## config.mk

```make
export PLATFORM = sky130hd
export DESIGN_NAME = demand_paging_lru_translator_core
export DESIGN_NICKNAME = d
export VERILOG_FILES = /design/src/hw/rtl/dplt_pkg.sv /design/src/hw/rtl/demand_paging_lru_translator_core.sv
export SDC_FILE = /design/constraint.sdc
export NUM_CORES = 1
export LEC_CHECK = 0
export ABC_AREA = 1
export BUFFER_PORTS_ARGS = -buffer_cell sky130_fd_sc_hd__buf_2
export CAP_MARGIN = 10
export CORE_MARGIN = 1.5
export CORE_UTILIZATION = 33
export CTS_CLUSTER_DIAMETER = 100
export DETAILED_ROUTE_END_ITERATION = 10
export GPL_TIMING_DRIVEN = 0
export SLEW_MARGIN = 5
export SYNTH_ARGS = -nofsm -noshare
export SYNTH_HDL_FRONTEND = slang
export SYNTH_SLANG_ARGS = --single-unit
```

## constraint.sdc

```tcl
create_clock -name clk_i -period 3.4 [get_ports clk_i]
set_clock_uncertainty 0.2 [all_clocks]
set_input_delay 0.68 -clock clk_i [delete_from_list [all_inputs] [get_ports clk_i]]
set_output_delay 0.68 -clock clk_i [all_outputs]
set_load 0.05 [all_outputs]
```

## src/hw/rtl/dplt_pkg.sv

```systemverilog
// ----------------------------------------------------------------------------
// dplt_pkg: shared constants for the demand paging LRU translator
// Sizes of the page tables, frame map and use stamps, plus reset values.
// ----------------------------------------------------------------------------
package dplt_pkg;

  // Geometry
  localparam int unsigned PAGES       = 16;
  localparam int unsigned FRAMES      = 8;
  localparam int unsigned PROCESSES   = 2;
  localparam int unsigned OFFSET_BITS = 6;

  localparam int unsigned PAGE_W  = $clog2(PAGES);
  localparam int unsigned FRAME_W = $clog2(FRAMES);
  localparam int unsigned PID_W   = $clog2(PROCESSES);
  localparam int unsigned SLOT_W  = PID_W + PAGE_W;
  localparam int unsigned SLOTS   = PROCESSES * PAGES;

  // Port field widths
  localparam int unsigned ADDR_W = 10;
  localparam int unsigned PHYS_W = 9;
  localparam int unsigned TIME_W = 5;
  localparam int unsigned CFG_W  = 4;

  // Use stamps: time modulo 30, scan starts above any legal stamp
  localparam int unsigned STAMP_W    = 5;
  localparam int unsigned BEST_W     = STAMP_W + 1;
  localparam int unsigned STAMP_MOD  = 30;
  localparam int unsigned STAMP_NONE = 32;

  // Allocation limit after reset
  localparam int unsigned LIMIT_RESET = 6;

endpackage

```

## src/hw/rtl/demand_paging_lru_translator_core.sv

```systemverilog
// ----------------------------------------------------------------------------
// demand_paging_lru_translator_core
// Per-process page tables with demand allocation and LRU page replacement.
// ----------------------------------------------------------------------------
// Usage:
//   Input channel: valid_i / stall_o with process_id_i, logical_address_i and
//   time_now_i. A request is taken when valid_i is high and stall_o is low.
//   Output channel: valid_o / stall_i with the translation and fault flags,
//   held in an output register until taken.
//   Config: cfg_we_i writes cfg_data_i to the frame allocation limit; write
//   only while the block is idle. Values above 8 act as 8.
// Sequencing:
//   One request at a time; stall_o stays high until the result is written to
//   the output register. A hit goes from LOOKUP straight to FINISH. A miss
//   with a free frame runs the free-frame scan (FREE) until it finds a free
//   frame below the limit. A miss that needs replacement runs the free-frame
//   scan to the limit, then a stamp scan (SCAN) over the 16 page table
//   entries of the process, one entry per cycle, then the eviction (EVICT).
// Reset:
//   All pages non-present, all frames free, limit = 6.
// Back pressure:
//   While the output is stalled, a finished request waits in its last state
//   and the next request is not taken until the output register frees up.
// ----------------------------------------------------------------------------
module demand_paging_lru_translator_core (
  input  logic                           clk_i,
  input  logic                           rst_ni,
  // configuration
  input  logic                           cfg_we_i,
  input  logic [dplt_pkg::CFG_W-1:0]     cfg_data_i,
  // input channel
  input  logic                           valid_i,
  output logic                           stall_o,
  input  logic [0:0]                     process_id_i,
  input  logic [dplt_pkg::ADDR_W-1:0]    logical_address_i,
  input  logic [dplt_pkg::TIME_W-1:0]    time_now_i,
  // output channel
  output logic                           valid_o,
  input  logic                           stall_i,
  output logic [dplt_pkg::PHYS_W-1:0]    physical_address_o,
  output logic                           page_fault_o,
  output logic                           evicted_o,
  output logic [dplt_pkg::PAGE_W-1:0]    evicted_page_o,
  output logic                           no_victim_o
);

  localparam int unsigned PAGE_W  = dplt_pkg::PAGE_W;
  localparam int unsigned FRAME_W = dplt_pkg::FRAME_W;
  localparam int unsigned SLOT_W  = dplt_pkg::SLOT_W;
  localparam int unsigned SLOTS   = dplt_pkg::SLOTS;
  localparam int unsigned FRAMES  = dplt_pkg::FRAMES;
  localparam int unsigned STAMP_W = dplt_pkg::STAMP_W;
  localparam int unsigned BEST_W  = dplt_pkg::BEST_W;
  localparam int unsigned OFF_W   = dplt_pkg::OFFSET_BITS;
  localparam int unsigned CNT_W   = FRAME_W + 1;
  localparam int unsigned CFG_W   = dplt_pkg::CFG_W;
  localparam int unsigned TIME_W  = dplt_pkg::TIME_W;

  // Sequencer states
  localparam logic [2:0] ST_IDLE   = 3'd0;
  localparam logic [2:0] ST_LOOKUP = 3'd1;
  localparam logic [2:0] ST_FREE   = 3'd2;
  localparam logic [2:0] ST_SCAN   = 3'd3;
  localparam logic [2:0] ST_EVICT  = 3'd4;
  localparam logic [2:0] ST_FINISH = 3'd5;

  logic [2:0] state_q, state_d;

  // Tables
  logic [SLOTS-1:0]   present_q;
  logic [FRAME_W-1:0] frame_q [SLOTS];
  logic [STAMP_W-1:0] stamp_q [SLOTS];
  logic [FRAMES-1:0]  taken_q;
  logic [dplt_pkg::CFG_W-1:0] limit_q;

  // Request context
  logic               pid_q;
  logic [PAGE_W-1:0]  page_q;
  logic [OFF_W-1:0]   offset_q;
  logic [STAMP_W-1:0] req_stamp_q;
  logic               fault_q;
  logic [FRAME_W-1:0] sel_frame_q, sel_frame_d;

  // Scan state
  logic [CNT_W-1:0]   fcnt_q, fcnt_d;
  logic [PAGE_W-1:0]  pcnt_q, pcnt_d;
  logic [BEST_W-1:0]  best_q, best_d;
  logic [PAGE_W-1:0]  victim_q, victim_d;
  logic               have_q, have_d;
  logic               ev_q, ev_d;
  logic               novic_q, novic_d;

  // Output register
  logic                      out_valid_q;
  logic [dplt_pkg::PHYS_W-1:0] out_phys_q;
  logic                      out_fault_q, out_ev_q, out_novic_q;
  logic [PAGE_W-1:0]         out_evpage_q;

  logic [SLOT_W-1:0]  slot;
  logic [SLOT_W-1:0]  scan_idx;
  logic [SLOT_W-1:0]  victim_idx;
  logic [CNT_W-1:0]   limit_eff;
  logic               in_fire, out_free;
  logic [STAMP_W-1:0] in_stamp;

  assign slot       = {pid_q, page_q};
  assign scan_idx   = {pid_q, pcnt_q};
  assign victim_idx = {pid_q, victim_q};
  assign in_fire    = valid_i && !stall_o;
  assign out_free   = !(out_valid_q && stall_i);
  assign stall_o    = (state_q != ST_IDLE);

  // Saturate the allocation limit to the frame count
  assign limit_eff = (limit_q > CFG_W'(FRAMES)) ? CNT_W'(FRAMES) : CNT_W'(limit_q);

  // Stamp = time modulo 30 (input is below twice the modulus)
  assign in_stamp = (time_now_i >= TIME_W'(dplt_pkg::STAMP_MOD))
                  ? STAMP_W'(time_now_i - TIME_W'(dplt_pkg::STAMP_MOD))
                  : STAMP_W'(time_now_i);

  // Sequencer
  always_comb begin
    state_d     = state_q;
    fcnt_d      = fcnt_q;
    pcnt_d      = pcnt_q;
    best_d      = best_q;
    victim_d    = victim_q;
    have_d      = have_q;
    ev_d        = ev_q;
    novic_d     = novic_q;
    sel_frame_d = sel_frame_q;
    unique case (state_q)
      ST_IDLE: begin
        if (in_fire) begin
          state_d = ST_LOOKUP;
        end
      end
      ST_LOOKUP: begin
        ev_d     = 1'b0;
        novic_d  = 1'b0;
        fcnt_d   = '0;
        pcnt_d   = '0;
        best_d   = BEST_W'(dplt_pkg::STAMP_NONE);
        victim_d = '0;
        have_d   = 1'b0;
        if (present_q[slot]) begin
          sel_frame_d = frame_q[slot];
          state_d     = ST_FINISH;
        end else begin
          state_d = ST_FREE;
        end
      end
      ST_FREE: begin
        if (fcnt_q >= limit_eff) begin
          state_d = ST_SCAN;
        end else if (!taken_q[fcnt_q[FRAME_W-1:0]]) begin
          sel_frame_d = fcnt_q[FRAME_W-1:0];
          state_d     = ST_FINISH;
        end else begin
          fcnt_d = fcnt_q + CNT_W'(1);
        end
      end
      ST_SCAN: begin
        if (present_q[scan_idx] && (BEST_W'(stamp_q[scan_idx]) < best_q)) begin
          best_d   = BEST_W'(stamp_q[scan_idx]);
          victim_d = pcnt_q;
          have_d   = 1'b1;
        end
        pcnt_d = pcnt_q + PAGE_W'(1);
        if (pcnt_q == PAGE_W'(dplt_pkg::PAGES - 1)) begin
          state_d = ST_EVICT;
        end
      end
      ST_EVICT: begin
        if (have_q) begin
          sel_frame_d = frame_q[victim_idx];
          ev_d        = 1'b1;
        end else begin
          novic_d = 1'b1;
        end
        state_d = ST_FINISH;
      end
      ST_FINISH: begin
        if (out_free) begin
          state_d = ST_IDLE;
        end
      end
      default: state_d = ST_IDLE;
    endcase
  end

  // Control registers
  always_ff @(posedge clk_i or negedge rst_ni) begin
    if (!rst_ni) begin
      state_q     <= ST_IDLE;
      limit_q     <= CFG_W'(dplt_pkg::LIMIT_RESET);
      present_q   <= '0;
      taken_q     <= '0;
      out_valid_q <= 1'b0;
    end else begin
      state_q <= state_d;
      if (cfg_we_i) begin
        limit_q <= cfg_data_i;
      end
      // Frame allocated from the free list
      if (state_q == ST_FREE && fcnt_q < limit_eff && !taken_q[fcnt_q[FRAME_W-1:0]]) begin
        taken_q[fcnt_q[FRAME_W-1:0]] <= 1'b1;
      end
      // Victim loses its frame
      if (state_q == ST_EVICT && have_q) begin
        present_q[victim_idx] <= 1'b0;
      end
      if (state_q == ST_FINISH && out_free && !novic_q) begin
        present_q[slot] <= 1'b1;
      end
      // Output handshake
      if (state_q == ST_FINISH && out_free) begin
        out_valid_q <= 1'b1;
      end else if (out_valid_q && !stall_i) begin
        out_valid_q <= 1'b0;
      end
    end
  end

  // Payload registers
  always_ff @(posedge clk_i) begin
    fcnt_q      <= fcnt_d;
    pcnt_q      <= pcnt_d;
    best_q      <= best_d;
    victim_q    <= victim_d;
    have_q      <= have_d;
    ev_q        <= ev_d;
    novic_q     <= novic_d;
    sel_frame_q <= sel_frame_d;
    if (in_fire) begin
      pid_q       <= process_id_i;
      page_q      <= logical_address_i[OFF_W +: PAGE_W];
      offset_q    <= logical_address_i[OFF_W-1:0];
      req_stamp_q <= in_stamp;
    end
    if (state_q == ST_LOOKUP) begin
      fault_q <= !present_q[slot];
    end
    // Table update and result capture
    if (state_q == ST_FINISH && out_free) begin
      if (!novic_q) begin
        frame_q[slot] <= sel_frame_q;
        stamp_q[slot] <= req_stamp_q;
      end
      out_phys_q   <= novic_q ? '0 : {sel_frame_q, offset_q};
      out_fault_q  <= fault_q;
      out_ev_q     <= ev_q;
      out_evpage_q <= ev_q ? victim_q : '0;
      out_novic_q  <= novic_q;
    end
  end

  assign valid_o            = out_valid_q;
  assign physical_address_o = out_phys_q;
  assign page_fault_o       = out_fault_q;
  assign evicted_o          = out_ev_q;
  assign evicted_page_o     = out_evpage_q;
  assign no_victim_o        = out_novic_q;

  // Assertions
  // Resident page count equals taken frame count outside FINISH (the new page
  // is marked present only when its request finishes)
  assert property (@(posedge clk_i) disable iff (!rst_ni)
    (state_q != ST_FINISH) |-> ($countones(present_q) == $countones(taken_q)))
    else $error("resident page count differs from taken frame count");

  // An eviction or a missing victim only happens on a fault
  assert property (@(posedge clk_i) disable iff (!rst_ni)
    valid_o && (evicted_o || no_victim_o) |-> page_fault_o)
    else $error("eviction flag without page fault");

  // No victim result carries a zero address and no eviction
  assert property (@(posedge clk_i) disable iff (!rst_ni)
    valid_o && no_victim_o |-> !evicted_o && physical_address_o == '0)
    else $error("bad no-victim result");

  // A taken request blocks the input until its result is written
  assert property (@(posedge clk_i) disable iff (!rst_ni)
    in_fire |=> stall_o)
    else $error("input not stalled after request");

endmodule
```

==> results of run 1 <==
power groups by stage:
stage          combinational, mW  sequential, mW  clock (mW)
3_5_place_dp                5.14            6.46           0
6_report                    5.53            6.38        4.39
5_1_grt                     5.98            6.46        4.64
4_1_cts                     5.26            6.37        4.45
3_3_place_gp                5.08            6.44           0
2_1_floorplan               3.27            6.30           0
final timing paths:
kind                                       from      endpoint  slack [ns]  cells past startpoint
min                        logical_address_i[0]   offset_q[0]        0.12                      1
min in group asynchronous                rst_ni    taken_q[6]        0.36                      2
max in group asynchronous                rst_ni    limit_q[1]        2.08                      3
min reg2reg                             fault_q  page_fault_o        0.23                      0
max reg2reg                           pcnt_q[0]   victim_q[1]        0.09                     17
max                                   pcnt_q[0]   victim_q[1]        0.09                     17
layer usage:
layer / vias up / wire length (um)
li1: 5405 / -
met1: 5885 / 19910
met2: 622 / 22350
met3: 118 / 4138
met4: 0 / 1683
met5: - / 0
state kept, by name, summed over array words and instances (netlist names), 3 cells and up, named ones only:
signal / flops
taken_q: 8
evicted_page_o: 4
pcnt_q: 4
present_q: 32
page_q: 4
stamp_q: 160
physical_address_o: 9
frame_q: 96
victim_q: 4
state_q: 3
best_q: 6
sel_frame_q: 3
req_stamp_q: 5
offset_q: 6
limit_q: 4
fcnt_q: 4
logic make-up after synthesis:
| logic type | synth area share |
|---|---|
| adders and majority gates | 0.008583 |
| AOI/OAI and AO/OA | 0.1459 |
| DFF | 0.6674 |
| and+or+nand+nor | 0.1287 |
| muxes | 0.002107 |
| buffers and inverters | 0.04557 |
| xor gates and xnor gates | 0.001639 |
layout make-up:
class / count / area [sq um]
flip-flops and latches: 366 / 10700
multi-input cells: 902 / 4681
clock inverters: 24 / 280.3
clock buffers: 47 / 1037
repair buffers: 50 / 289.0
inverters: 108 / 411.6
well taps: 615 / 769.5
fillers: 4584 / 29250
plain buffers: 68 / 427.9
synth_stat cells (all sizes together), types with 12 or more instances:
cell	count	area share
nor3	25	0.0088
clkbuf	40	0.0094
o21bai	24	0.011
buf	30	0.011
a22oi	62	0.029
nand4	12	0.0047
o221ai	33	0.018
o22ai	31	0.012
o21ai	193	0.060
o211ai	12	0.0056
nor2	213	0.051
nand3	61	0.019
nand2	186	0.044
inv	105	0.025
edfxtp	313	0.59
a21oi	22	0.0069
dfrtp	46	0.072
timing repair:
item | in CTS | in global routing
hold buffers | 0 | 1
setup endpoints to repair | 11 | 11
resized for setup | 34 | 62
gates cloned | 1 | 0
pin swaps | 5 | 17
buffers inserted | 1 | 4
endpoints found under the hold margin | 0 | 11
through the flow:
step                worst slack (ns)  total power, mW
CTS                          0.01137            16.09
global placement             -0.7619            11.51
finish                       0.08746            16.31
floorplan                     0.3670            9.573
global route                -0.02753            17.08
detailed placement           -0.7889            11.60
cells in the final DEF (no fill, tap or decap), types with 12 or more instances in the layout:
cell type	Yosys	final
nor3_1	23	23
nand4_1	12	12
a21oi_1	22	22
o21bai_1	24	24
edfxtp_1	313	313
o21ai_0	184	173
buf_4	8	15
o21ai_1	9	19
nand3_1	61	61
nand2_1	185	180
o221ai_1	33	30
buf_2	19	58
a22oi_1	62	62
clkbuf_16	0	40
o211ai_1	12	12
o22ai_1	31	31
nor2_1	208	202
clkbuf_1	39	26
inv_1	100	99
dfrtp_1	46	46
==> summary.txt, run 1 <==
Critical path
  • Crit Path Max Fanout: 10
  • Worst path max stage delay: 0.44 ns
  • Critical Path Sink Type: flop
  • Crit-path slowest cell: edfxtp_1
  • CP Class: reg2reg
  • CP Data Required Time: 3.44 ns
  • CP Cell Sequence: buf_6 > buf_12 > buf_6 > nor2_1 > o22ai_1 > o211ai_1 > nand4_1 > nand2_2 > inv_1 > ha_1 > a21oi_1 > o21ai_0 > a21oi_1 > nand2_1 > nor2_1 > nand2_2 > nand2_4
  • Crit path DAT: 3.35 ns
  • Buf/Inv on CP: 4
  • Critical path's top delay family: simple AND/OR/NAND/NOR gates
  • CP startpoint kind: flop

Clock network
  • CTS root buf: clkbuf_16
  • Total clock sinks: 366
  • Htree depth: 2
  • CTS Buffer Depth: 3
  • CTS clk-pin slew, worst paths: 0.06 ns
  • TritonCTS clock tree: done
  • Skew-Pair Late Insertion Delay: 0.54 ns
  • Number of CTS-inserted buffers: 39

Drt
  • DRT Pass-1 Iters: 7
  • DR vias: 12,030
  • Iter 0 DRT Violations: 1,759
  • DRC Markers: 0
  • Final wirelength: 48,080 um
  • Via density: 5.518
  • Routed Antenna Nets: 0
  • WL/cell: 22.06 um

Layout
  • Layout cell share with drive strength beyond 1: 0.1220
  • Final instance area: 18,600 sq um
  • NumNets Final: 1,571
  • Layout area overhead: 15.99%
  • Post-Layout Cell Count: 2,180
  • Inserted Diodes: 0
  • Util after Layout: 0.3887

Global routing
  • GRT Overall Usage: 0.1897
  • Initial antenna violation count: 0
  • Global-route met2 utilization: 0.3072
  • Met1 usage: 0.2539
  • Met3 Track Usage GR: 0.03451
  • Vias in the first global route: 11,680
  • Global-route wire length before repair: 71,730 um
  • Global routing's busiest layer: met2
  • Overflow after GRT: 0
  • Largest net degree at the start of global routing: 49

Synth
  • Post-synth ARST share: 0.1311
  • Mapped cell area: 16,040 sq um
  • Post-synth top flop: edfxtp_1
  • #FFs+latches synth: 366
  • Synthesized area per cell: 11.10 sq um
  • Post-Synthesis Net Count: 1,481
  • Number of flops mapped to enable cells by yosys: 313
  • Syn Inst Count: 1,445
  • Register area share after synthesis: 0.6674
  • Synth warn: 0
  • Synth cell types: 39

Floorplan
  • Initial Util: 0.3351
  • CORE AREA: 47,850 sq um
  • Io pins: 43
  • DIE HEIGHT: 223.4 um
  • Std cell rows: 80
  • DIE WIDTH: 223.4 um
  • Die Area: 49,920 sq um

Place
  • Detailed Place HPWL: 32,930 um
  • Placer Congestion: 0.9574
  • Cells after DPL: 2,102
  • Port bufs: 42
  • Placed standard-cell area: 17,020 sq um

STA
  • Minimum clock period: 3.313 ns
  • Setup TNS: 0 ns
  • Max frequency: 301.9 MHz
  • Part of the cycle the worst path needs: 0.9743
  • Least-Margin Pin Slew: 1.198 ns
  • Final setup viols: 0
  • Slew headroom: 0.2014
  • Slew Viols, Final: 0
  • Hold WS: 0.1204 ns
  • Final Hold Fails: 0

Run status
  • Outcome: completed

Pwr
  • Max IR drop VDD: 342.2 uV
  • Leakage: 6.650 nW
  • Switching share of power: 0.3821
  • Pwr Density: 876.9 nW/um^2
  • Int Pwr: 10.08 mW
  • Clock power share: 0.269
  • Flop pwr share: 0.391
  • Logic pwr share: 0.339
  • Switching pwr: 6.232 mW

Worst hold path
  • Min-Delay Path Class: in2reg

Flow run
  • Max-cap viol count: 0
Power figures use the tool's default switching activity.
==> run 2, diff against run 1 <==
--- a/config.mk
+++ b/config.mk
@@ -13,6 +13,7 @@
 export CTS_CLUSTER_DIAMETER = 100
 export DETAILED_ROUTE_END_ITERATION = 10
 export GPL_TIMING_DRIVEN = 0
+export SETUP_SLACK_MARGIN = 0.15
 export SLEW_MARGIN = 5
 export SYNTH_ARGS = -nofsm -noshare
 export SYNTH_HDL_FRONTEND = slang
==> run 2 against run 1 <==
Effect of this change:
- critical path depth did not move
- register-to-register slack better by 0.13 ns
- power rose by 2.4%
- largest power group unchanged
- count of clock-buffer cells in the layout is the same
- combinational power rose by 7.1%
- sequential share of layout area shrank 0.86 points
- design area rose by 1.5%
==> summary.txt, run 2 (synthesis gave the netlist of run 1 again) <==
Clock network
  • Skew-Pair Late Insertion Delay: 0.54 ns (about the same)
  • CTS root buf: clkbuf_16 (unchanged)
  • Number of CTS-inserted buffers: 39 (unchanged)
  • CTS Buffer Depth: 3 (unchanged)
  • TritonCTS clock tree: done (unchanged)
  • Htree depth: 2 (unchanged)
  • CTS clk-pin slew, worst paths: 0.06 ns (about the same)
  • Total clock sinks: 366 (unchanged)

Critical path
  • CP Class: reg2reg (unchanged)
  • CP startpoint kind: flop (unchanged)
  • Crit Path Max Fanout: 10 (unchanged)
  • CP Data Required Time: 3.44 ns (about the same)
  • Crit path DAT: 3.22 ns (was 3.35 ns)
  • Critical Path Sink Type: flop (unchanged)

Layout
  • NumNets Final: 1,583 (was 1,571)
  • Top Registers: stamp_q (160), frame_q (96), present_q (32) (unchanged)
  • Final instance area: 18,880 sq um (was 18,600 sq um)
  • Max reg flops: 160 (unchanged)
  • Top reg by flops: stamp_q (unchanged)
  • Commonest non-fill, non-tap cell in the layout: edfxtp_1 (unchanged)
  • Inserted Diodes: 0 (unchanged)
  • Highest-count cells in the layout ignoring fill and taps: edfxtp_1 (313), nor2_1 (196), nand2_1 (180) (was edfxtp_1 (313), nor2_1 (202), nand2_1 (180))
  • Util after Layout: 0.3946 (was 0.3887)
  • Layout cell share with drive strength beyond 1: 0.1408 (was 0.1220)
  • Layout area overhead: 17.75% (was 15.99%)

Place
  • Placer Congestion: 0.9574 (unchanged)
  • Port bufs: 42 (unchanged)
  • Dpl ws: -0.7889 ns (unchanged)
  • Detailed Place HPWL: 32,930 um (unchanged)
  • Placed standard-cell area: 17,020 sq um (unchanged)

Floorplan
  • DIE WIDTH: 223.4 um (unchanged)
  • Initial Util: 0.3351 (unchanged)
  • Die Area: 49,920 sq um (unchanged)
  • Io pins: 43 (unchanged)
  • CORE AREA: 47,850 sq um (unchanged)
  • Std cell rows: 80 (unchanged)
  • DIE HEIGHT: 223.4 um (unchanged)

Drt
  • DRC Markers: 0 (unchanged)
  • Via density: 5.518 (about the same)
  • DR vias: 12,100 (was 12,030)
  • Routed Antenna Nets: 0 (unchanged)
  • DRT Pass-1 Iters: 6 (was 7)
  • Final wirelength: 48,470 um (was 48,080 um)
  • Iter 0 DRT Violations: 1,613 (was 1,759)
  • WL/cell: 22.11 um (was 22.06 um)

STA
  • Final worst slack: 0.2148 ns (was 0.08746 ns)
  • Hold WS: 0.1176 ns (was 0.1204 ns)
  • Least-Margin Pin Slew: 1.208 ns (was 1.198 ns)
  • RSZ-0062 raised after global routing: false
  • Slew headroom: 0.1917 (was 0.2014)
  • Slew Viols, Final: 0 (unchanged)
  • Minimum clock period: 3.185 ns (was 3.313 ns)
  • Part of the cycle the worst path needs: 0.9368 (was 0.9743)
  • Final setup viols: 0 (unchanged)
  • Max frequency: 314.0 MHz (was 301.9 MHz)
  • Final Hold Fails: 0 (unchanged)

Pwr
  • Leakage: 6.762 nW (was 6.650 nW)
  • Max IR drop VDD: 342.4 uV (was 342.2 uV)
  • Tot Pwr: 16.71 mW (was 16.31 mW)
  • Pwr Density: 884.7 nW/um^2 (was 876.9 nW/um^2)

Global routing
  • GRT Overall Usage: 0.1901 (was 0.1897)
  • Largest net degree at the start of global routing: 49 (unchanged)
  • Overflow after GRT: 0 (unchanged)
  • Initial antenna violation count: 0 (unchanged)
  • Vias in the first global route: 11,720 (was 11,680)
  • Global-route wire length before repair: 71,970 um (was 71,730 um)

Flow run
  • Max-cap viol count: 0 (unchanged)

Worst hold path
  • Min-Delay Path Class: in2reg (unchanged)

Run status
  • Outcome: completed (unchanged)
run 2: cell types whose count changed in the layout (fill, tap and decap cells not counted), moves of 4 or more:
cell	before	now
o21ai_1	19	24
nor2_1	202	196
o22ai_2	0	4
clkbuf_2	8	4
o22ai_1	31	27
clkbuf_8	2	7
o21ai_0	173	166
buf_4	15	22
run 2: critical path, cell delays in order, from the launching register on:
cell and delay [ns]:
edfxtp_1 0.45, inv_2 0.13, buf_6 0.17, clkbuf_8 0.20, nor2_1 0.05, o221ai_1 0.23, o211ai_1 0.16, nand4_1 0.11
nand2_2 0.12, inv_2 0.08, ha_4 0.20, a21oi_2 0.12, o21ai_1 0.06, a21oi_1 0.16, nand2_1 0.06, nor2_1 0.11
nand2_2 0.12, nand2_4 0.15
run 2: final cells by class:
type                       count  area (sq um)
tap                          615         769.5
clock buffer                  47          1037
inverter                     108         417.9
multi-input combinational    902          4762
fill                        4563         28960
timing repair buffer          62         414.1
buffer                        68         498.0
sequential                   366         10700
clock inverter                24         280.3
run 2: where the power goes:
group	internal, mW	switching [mW]
clock	2.64	1.77
combinational	1.96	3.96
sequential	5.74	0.645
total	10.3	6.37
run 2: final timing paths:
check,slack [ns],end,from,cells after the start
worst max-delay path,0.21,have_q,pcnt_q[0],17
worst min-delay path,0.12,offset_q[0],logical_address_i[0],1
worst max register to register,0.21,have_q,pcnt_q[0],17
worst min register to register,0.23,page_fault_o,fault_q,0
max in group asynchronous,2.08,limit_q[2],rst_ni,3
min in group asynchronous,0.36,taken_q[6],rst_ni,2
run 2: layer usage:
metal  vias to the layer above  GRT usage  routed length [um]
li1                       5439          -                   -
met1                      5869     0.2537               19700
met2                       657     0.3080               22540
met3                       131    0.03530                4388
met4                         0    0.07171                1846
met5                         -          0                   0
run 2: per-stage QoR:
| step | TNS, ns | std cells |
|---|---|---|
| after floorplan | 0 | 1445 |
| after global placement | -8.376 | 2102 |
| after detailed placement | -8.671 | 2102 |
| after CTS | 0 | 2178 |
| after global routing | 0 | 2192 |
| final | 0 | 2192 |
run 2: what timing repair did:
action                     4_1_cts  5_1_grt
buffers inserted                 5       10
pin swaps                       13       21
setup endpoints to repair       11       11
gates cloned                     1        2
hold endpoints to repair         0       11
gates resized for setup         76       57
hold buffers                     0        1
